**src/hw/rtl/sobel_pkg.sv**
```systemverilog
`default_nettype none

package sobel_pkg;

    localparam int MAX_WIDTH  = 256;
    localparam int MAX_HEIGHT = 256;
    localparam int MIN_DIM    = 3;

    localparam int PIX_W  = 8;
    localparam int DIM_W  = 9;
    localparam int COL_W  = $clog2(MAX_WIDTH);
    localparam int ROW_W  = $clog2(MAX_HEIGHT);
    localparam int CFG_IDX_W = 1;

    localparam logic [CFG_IDX_W-1:0] CFG_IMAGE_WIDTH  = 1'd0;
    localparam logic [CFG_IDX_W-1:0] CFG_IMAGE_HEIGHT = 1'd1;

    localparam logic [DIM_W-1:0] RESET_WIDTH  = 9'd32;
    localparam logic [DIM_W-1:0] RESET_HEIGHT = 9'd32;

    localparam logic [PIX_W-1:0] EDGE_MAX = 8'd255;

    typedef logic [PIX_W-1:0] t_pixel;

    // The eight neighbours of a 3x3 window; the middle pixel has zero weight and is not held.
    typedef struct packed {
        t_pixel tl;
        t_pixel tc;
        t_pixel tr;
        t_pixel ml;
        t_pixel mr;
        t_pixel bl;
        t_pixel bc;
        t_pixel br;
    } t_window;

endpackage

`default_nettype wire

```
**src/hw/rtl/sobel_kernel.sv**
```systemverilog
`default_nettype none

module sobel_kernel (
    input  var sobel_pkg::t_window i_win,
    output logic [sobel_pkg::PIX_W-1:0] o_edge_value
);

    logic [9:0]         w_left;
    logic [9:0]         w_right;
    logic [9:0]         w_upper;
    logic [9:0]         w_lower;
    logic signed [10:0] w_gx;
    logic signed [10:0] w_gy;
    logic [9:0]         w_abs_x;
    logic [9:0]         w_abs_y;
    logic [10:0]        w_sum;
    logic [8:0]         w_scaled;

    always_comb begin
        w_left  = {2'b00, i_win.tl} + {3'b000, i_win.ml[7:1]} + {2'b00, i_win.bl};
        w_right = {2'b00, i_win.tr} + {3'b000, i_win.mr[7:1]} + {2'b00, i_win.br};
        w_upper = {2'b00, i_win.tl} + {3'b000, i_win.tc[7:1]} + {2'b00, i_win.tr};
        w_lower = {2'b00, i_win.bl} + {3'b000, i_win.bc[7:1]} + {2'b00, i_win.br};
        w_gx    = signed'({1'b0, w_left})  - signed'({1'b0, w_right});
        w_gy    = signed'({1'b0, w_upper}) - signed'({1'b0, w_lower});
        // Each column or row sum is at most 637, so ten bits hold the magnitude.
        w_abs_x = w_gx[10] ? 10'(-w_gx) : 10'(w_gx);
        w_abs_y = w_gy[10] ? 10'(-w_gy) : 10'(w_gy);
        w_sum    = {1'b0, w_abs_x} + {1'b0, w_abs_y};
        w_scaled = w_sum[10:2];
        o_edge_value = w_scaled[8] ? sobel_pkg::EDGE_MAX : w_scaled[7:0];
    end

endmodule

`default_nettype wire

```
**config.mk**
```make
export PLATFORM = sky130hd
export DESIGN_NAME = sobel_kernel
export DESIGN_NICKNAME = d
export VERILOG_FILES = /design/src/hw/rtl/sobel_pkg.sv /design/src/hw/rtl/sobel_kernel.sv
export SDC_FILE = /design/constraint.sdc
export NUM_CORES = 1
export LEC_CHECK = 0
export BUFFER_PORTS_ARGS = -buffer_cell sky130_fd_sc_hd__buf_2
export CAP_MARGIN = 15
export CORE_MARGIN = 8
export CORE_UTILIZATION = 52
export DETAILED_ROUTE_END_ITERATION = 8
export PLACE_DENSITY = 0.81
export SYNTH_ARGS = -nofsm -noshare
export SYNTH_HDL_FRONTEND = slang
export SYNTH_SLANG_ARGS = --single-unit
```
**constraint.sdc**
```tcl
create_clock -name vclk -period 5
set_input_delay 0.25 -clock vclk [all_inputs]
set_output_delay 0.25 -clock vclk [all_outputs]
set_load 0.01 [all_outputs]
```
After elaboration in Yosys (flattened, before gate mapping)
Index checks and enable logic that the tools add are counted.
- add/subtract/negate cells: 13
- multiplexer cells: 3
- operators with widths (cell ; number):
    $add A9 B8 Y10 ; 4
    $add A8 B7 Y9 ; 4
    $sub A10 B10 Y11 ; 2
    $mux W10 ; 2
    $neg A10 Y10 ; 2
    $add A10 B10 Y11 ; 1
    $mux W8 ; 1
- register bits after elaboration: 0
- input port bits: 64
- output and inout port bits: 8
- logic and storage cells: 16

Depth between registers and ports, before layout
Gate-level depths: netlist of the first run.
- depth in word-level cells: 7
- gate-level depth with buffers: 24

Worst setup path after synthesis of the first run
No wires, ideal clock.
- path type: input-to-output
- from: input port i_win[3] (netlist name)
- to: output port o_edge_value[6] (netlist name)
- arrival: 5.057 ns
- slack: -0.307 ns
- stages: 22
- path through: inv_1 -> fa_1 -> fa_1 -> inv_1 -> fa_1 -> inv_1 -> ha_1 -> o21ai_0 -> o21bai_1 -> a21oi_2 -> o31ai_1 -> a21o_1 -> buf_2 -> mux2_2 -> ha_1 -> nor3b_1 -> o21a_1 -> o21a_1 -> a21o_1 -> a21o_1 -> a211o_1 -> a21o_1
- word-level cells in the longest chain between the ends: 6
- ends and longest elaborated chain (item ; RTL line ; RTL):
    start, declared ; sobel_kernel.sv:4 ; input var sobel_pkg::t_window i_win,
    $add A9 B8 Y10 (on tied branches) ; sobel_kernel.sv:21, sobel_kernel.sv:23 ;
    $sub A10 B10 Y11 (on tied branches) ; sobel_kernel.sv:24, sobel_kernel.sv:25 ;
    $neg A10 Y10 (on tied branches) ; sobel_kernel.sv:27, sobel_kernel.sv:28 ;
    $mux W10 (on tied branches) ; sobel_kernel.sv:27, sobel_kernel.sv:28 ;
    $add A10 B10 Y11 (*) ; sobel_kernel.sv:29 ; w_sum = {1'b0, w_abs_x} + {1'b0, w_abs_y};
    $mux W8 (*) ; sobel_kernel.sv:31 ; o_edge_value = w_scaled[8] ? sobel_pkg::EDGE_MAX : w_scaled[7:0];
    end, declared ; sobel_kernel.sv:5 ; output logic [sobel_pkg::PIX_W-1:0] o_edge_value
Every way passes the cells marked *; elsewhere a longest branch is shown, timed or not.

Worst setup path after layout of the first run
- from: input port i_win[20] (netlist name)
- to: output port o_edge_value[4] (netlist name)
- word-level cells in the longest chain between the ends: 7
- ends and longest elaborated chain (item ; RTL line ; RTL):
    $add A8 B7 Y9 ; sobel_kernel.sv:23 ; w_lower = {2'b00, i_win.bl} + {3'b000, i_win.bc[7:1]} + {2'b00, i_win.br};
    $add A9 B8 Y10 ; sobel_kernel.sv:23 ;
    $sub A10 B10 Y11 ; sobel_kernel.sv:25 ; w_gy = signed'({1'b0, w_upper}) - signed'({1'b0, w_lower});
    $neg A10 Y10 ; sobel_kernel.sv:28 ; w_abs_y = w_gy[10] ? 10'(-w_gy) : 10'(w_gy);
    $mux W10 ; sobel_kernel.sv:28 ;
    $add A10 B10 Y11 (*) ; sobel_kernel.sv:29 ;
    $mux W8 (*) ; sobel_kernel.sv:31 ;
Marks and branches as above.

==> results of run 1 <==
-- kinds of logic (layout without fill, tap and decap cells) --
group                    Yosys count  after routing  synth area share [%]
AO/OA/AOI/OAI                     63             63                 13.81
XOR/XNOR                          30             30                 8.454
adder cells (fa/ha/maj)           97             97                 53.54
buffers and inverters            126            271                 15.26
multiplexers                       1              1                0.3623
AND/OR/NAND/NOR                   52             52                 8.575
-- worst max-delay path: stages --
cell and delay (ns):
buf_6 0.07, inv_2 0.03, buf_4 0.12, fa_1 0.53, inv_1 0.05, fa_1 0.56, inv_1 0.08, fa_1 0.53
inv_1 0.06, ha_4 0.22, buf_4 0.14, o21a_1 0.16, o31a_1 0.12, buf_4 0.14, o21ai_0 0.20, a21oi_2 0.10
nor4_1 0.39, a21oi_1 0.16, xor2_1 0.17, ha_1 0.34, a21o_1 0.17, a31o_1 0.19, a21o_1 0.21, nand2b_1 0.18
buf_2 0.15
-- synth_stat cells --
| cell type | n |
|---|---|
| inv_1 | 125 |
| fa_1 | 60 |
| ha_1 | 37 |
| xnor2_1 | 20 |
| nor2_1 | 18 |
| o21ai_0 | 12 |
| a21oi_1 | 11 |
| xor2_1 | 10 |
| a21o_1 | 9 |
| nor3_1 | 7 |
| o21a_1 | 6 |
| o21bai_1 | 6 |
| nand2_1 | 5 |
| nand2b_1 | 5 |
| nor2b_1 | 4 |
| a31oi_1 | 3 |
| nand3_1 | 3 |
| o31a_1 | 3 |
| a211o_1 | 2 |
| a21oi_2 | 2 |
| o211ai_1 | 2 |
| a211oi_1 | 1 |
| a211oi_2 | 1 |
| a21boi_1 | 1 |
| a31o_1 | 1 |
| a31o_2 | 1 |
| and3_1 | 1 |
| and3b_1 | 1 |
| buf_2 | 1 |
| mux2_2 | 1 |
| nand3b_1 | 1 |
| nand4_1 | 1 |
| nor3b_1 | 1 |
| nor4_1 | 1 |
| nor4_2 | 1 |
| o2bb2ai_1 | 1 |
| o31ai_1 | 1 |
| or2_1 | 1 |
| or2_2 | 1 |
| or3_1 | 1 |
-- area by class of cell --
type	count	area, um2
multi-input cells	243	2904
fillers	384	1368
repair buffers	146	1001
inverters	125	484.2
well taps	75	93.84
-- layer usage --
metal | GRT usage [%] | up-vias | share of wire (%)
met2 | 40.66 | 97 | 56
met4 | 5.101 | 0 | 4.2
met3 | 2.163 | 36 | 4.9
met1 | 19.48 | 1403 | 35
li1 | - | 1420 | -
met5 | 0 | - | 0
-- path summary, 6_finish.rpt --
| path | from | to | slack (ns) | depth (start not counted) |
|---|---|---|---|---|
| min | i_win[40] | o_edge_value[0] | 1.61 | 8 |
| max | i_win[20] | o_edge_value[4] | -0.58 | 25 |
-- cells in the final DEF (no fill, tap or decap), types with 3 or more instances in the layout --
cell      count
a21o_1        8
a21oi_1       6
a21oi_2       6
a31oi_1       3
buf_2        56
buf_4        78
buf_6        12
fa_1         56
fa_2          4
ha_1         28
ha_4          8
inv_1       109
inv_2        14
nand2_1       4
nand2b_1      4
nand3_1       3
nor2_1       18
nor2b_1       3
nor3_1        6
o21a_1        6
o21ai_0       5
o21ai_1       3
o21ai_2       4
o21bai_1      4
o31a_1        3
xnor2_1      17
xnor2_2       3
xor2_1        9
-- through the flow --
stage | instance area [um2] | worst slack [ns] | hold slack [ns] | std cells
after global routing | 4483 | -0.7756 | 1.745 | 589
after CTS | 4392 | -0.3225 | 1.635 | 585
after detailed placement | 4126 | -0.5542 | 1.495 | 574
final | 4483 | -0.5801 | 1.615 | 589
after floorplan | 3231 | -0.03396 | 1.167 | 369
after global placement | 4126 | -0.4462 | 1.481 | 574
-- timing repair --
action,4_1_cts,5_1_grt
gates resized for setup,43,14
setup endpoints to repair,8,8
buffers inserted,11,4
pin swaps,30,27
==> results.json, run 1 <==
{
  "outcome": "finished, violations left",
  "violations": "setup timing",
  "grt_pass1_vias": 3442,
  "synth_area_mm2": 0.003108,
  "route.vias.total": 2956,
  "core-area_mm2": 0.005851,
  "avgSynthCellArea_um2": 8.423,
  "cp.arrival_ns": 5.33,
  "initial_utilization_pct": 53.12,
  "critPathCaptureType": "output port",
  "io_buffer_count": 68,
  "num_antenna_cells": 0,
  "final_layout_size_suffix_gt1_share_pct": 40.08,
  "netlist.area_leader.share_pct": 38.65,
  "place_hpwl_um": 6672,
  "setup_ws_ns": -0.5801,
  "fin_crit_ns": 5.580,
  "drv_slew": 0,
  "overflow": 0,
  "die_width_um": 93.31,
  "syn_nets": 530,
  "tns_ns": -4.230,
  "max_freq_ghz": 0.1792,
  "seq_area_um2": 0,
  "dr.first_iter.drc_count": 86,
  "finalNetCount": 677,
  "ant_nets": 0,
  "cp.required_ns": 4.75,
  "gp_congestion": 0.8284,
  "antenna_found_initial": 0,
  "yosysWarnings": 0,
  "wl_per_cell_um": 14.64,
  "clockBufferCount": 0,
  "path_max_fanout": 6,
  "grtUsageTotal_pct": 19.56,
  "cp-start-kind": "input pin",
  "grt_max_degree": 7,
  "hold_class": "input pin to output port",
  "routed_wl_um": 8625,
  "rows": 28,
  "post-route-drc-count": 0,
  "ys_top_cells_by_area": "fa_1 (39%), inv_1 (15%), ha_1 (15%)",
  "synth_cells": 369,
  "die_y_um": 93.31,
  "io_pins": 72,
  "design.die.area_mm2": 0.008707,
  "ys_seq_area_share_pct": 0,
  "syn2layout_area_growth_pct": 44.24,
  "worstSetupPathType": "input pin to output port",
  "flops_and_latches": 0,
  "fin_crit_sh_pct": 111.6,
  "setup_viol": 8,
  "utilization_pct": 76.63,
  "synthDistinctLibCells": 40,
  "grt_first_pass_wirelength_um": 14270,
  "worst_pin_slew_ns": 0.4193,
  "rsz0062_at_grt": "true",
  "hold_viol": 0,
  "maxCapViolCount": 0,
  "yosysTopAreaCell": "fa_1",
  "cts_hold_buf": 0,
  "dr.pass1.iters": 4,
  "worst_slew_margin_rel_pct": 71.79,
  "vias_per_cell": 5.019
}
Power of run 1 is left out: the tool's default activity adds up to more than one toggle a clock period on the data nets, which glitch-free logic cannot reach.
==> inputs of run 2 (changes only) <==
--- a/config.mk
+++ b/config.mk
@@ -8,9 +8,10 @@
 export BUFFER_PORTS_ARGS = -buffer_cell sky130_fd_sc_hd__buf_2
 export CAP_MARGIN = 15
 export CORE_MARGIN = 8
-export CORE_UTILIZATION = 52
+export CORE_UTILIZATION = 55
 export DETAILED_ROUTE_END_ITERATION = 8
 export PLACE_DENSITY = 0.81
+export SLEW_MARGIN = 0
 export SYNTH_ARGS = -nofsm -noshare
 export SYNTH_HDL_FRONTEND = slang
 export SYNTH_SLANG_ARGS = --single-unit
==> constraint.sdc (replaced) <==
create_clock -name vclk -period 6.25
set_input_delay 0.3125 -clock vclk [all_inputs]
set_output_delay 0.3125 -clock vclk [all_outputs]
set_load 0.1 [all_outputs]
==> run 2 against run 1 <==
The run now ends clean; non-clock buffer count is 77 lower; sequential share of layout area did not move; hold slack got worse by 0.038 ns; via count decreased by 15%; global-route usage shrank 4.1 points; critical endpoint is now o_edge_value[6].
==> results.json, run 2 (synthesis results as in run 1) <==
{
  "outcome": "completed",
  "post-route-drc-count": 0,
  "clockBufferCount": 0,
  "grtUsageTotal_pct": 15.42,
  "critPathCaptureType": "output port",
  "cts_hold_buf": 0,
  "final_layout_size_suffix_gt1_share_pct": 18.08,
  "ant_nets": 0,
  "path_max_fanout": 5,
  "seq_area_um2": 0,
  "syn2layout_area_growth_pct": 17.27,
  "overflow": 0,
  "multi_input_area_mm2": 0.002648,
  "antenna_found_initial": 0,
  "dr.pass1.iters": 4,
  "cp.required_ns": 5.94,
  "hold_depth": 7,
  "fin_crit_sh_pct": 95.57,
  "finalNetCount": 600,
  "max_freq_ghz": 0.1674,
  "grt_pass1_vias": 2817,
  "hold_class": "input pin to output port",
  "cp-start-kind": "input pin",
  "grt_max_degree": 9,
  "hold_ws_ns": 1.576,
  "mostFrequentLayoutCell": "inv_1",
  "cts_setup_buffers": 0,
  "n_fill_cell": 478,
  "route.vias.total": 2523,
  "drv_slew": 0,
  "worst_slew_margin_rel_pct": 67.75,
  "io_pins": 72,
  "grt_first_pass_wirelength_um": 11260,
  "tns_ns": 0,
  "worst_pin_slew_ns": 0.4870,
  "startpoint": "i_win[3]",
  "maxCapViolCount": 0,
  "utilization_pct": 66.60,
  "rows": 27,
  "core-area_mm2": 0.005473,
  "dr.first_iter.drc_count": 84,
  "die_width_um": 91.17,
  "rsz0062_at_grt": "false",
  "hp-start": "i_win[40]",
  "layout_common_cells": "inv_1 (125), buf_2 (62), fa_1 (60)",
  "worstSetupPathType": "input pin to output port",
  "num_antenna_cells": 0,
  "fin_crit_ns": 5.973,
  "setup_viol": 0,
  "hold_viol": 0,
  "crit_path_end": "o_edge_value[6]",
  "wl_per_cell_um": 12.02,
  "die_y_um": 91.17,
  "vias_per_cell": 4.957,
  "io_buffer_count": 68,
  "flops_and_latches": 0,
  "routed_wl_um": 6117,
  "initial_utilization_pct": 56.79,
  "gp_congestion": 0.7935,
  "cp.arrival_ns": 5.66,
  "design.die.area_mm2": 0.008312,
  "place_hpwl_um": 5764
}
## run 2: cell types whose count changed in the layout (fill, tap and decap cells not counted), moves of 6 or more
| cell | previous run | this run |
|---|---|---|
| inv_1 | 109 | 125 |
| ha_1 | 28 | 37 |
| buf_12 | 0 | 6 |
| ha_4 | 8 | 0 |
| o21ai_0 | 5 | 11 |
| buf_6 | 12 | 0 |
| buf_2 | 56 | 62 |
| buf_4 | 78 | 1 |
| inv_2 | 14 | 0 |
## run 2: how the worst min path moves through the flow
stage	end	slack, ns
2_1_floorplan	o_edge_value[0]	1.63
3_3_place_gp	o_edge_value[0]	1.56
3_5_place_dp	o_edge_value[0]	1.59
4_1_cts	o_edge_value[0]	1.59
5_1_grt	o_edge_value[0]	1.67
6_report	o_edge_value[0]	1.58
## run 2: critical path, cell delays in order
cell and delay, ns:
buf_2 0.08, inv_1 0.07, fa_1 0.51, fa_1 0.54, inv_1 0.06, fa_1 0.53
inv_1 0.05, ha_1 0.33, o21ai_0 0.11, o21bai_1 0.18, a21oi_2 0.12, o31ai_1 0.23
a21o_1 0.20, mux2_2 0.35, ha_1 0.27, nor3b_2 0.16, o21a_1 0.21, o21a_1 0.24
a21o_1 0.23, a21o_1 0.19, a211o_1 0.26, a21o_1 0.15, buf_2 0.28
## run 2: repair_timing
item	CTS	global route
gates resized for setup	0	4
hold endpoints to repair	0	0
endpoints found under the setup margin	0	8
## run 2: routing by layer
| layer | vias up | GRT usage (%) | wire length, um |
|---|---|---|---|
| met4 | 0 | 3.274 | 125 |
| met5 | - | 0 | 0 |
| li1 | 1264 | - | - |
| met2 | 58 | 30.17 | 3237 |
| met1 | 1189 | 17.43 | 2501 |
| met3 | 12 | 1.481 | 252 |
## run 2: layout make-up
| type | count | area share (%) |
|---|---|---|
| repair buffers | 69 | 12.02 |
| inverters | 125 | 12.87 |
| multi-input cells | 243 | 72.64 |
| well taps | 72 | 2.472 |
## run 2: through the flow
step	std cells	area (um2)	setup slack [ns]
final	509	3645	0.2771
after floorplan	369	3108	0.03938
after global placement	509	3631	0.3214
after detailed placement	509	3631	0.2436
after CTS	509	3631	0.2215
after global routing	509	3645	0.002270
Power of run 2 is left out for the same reason.
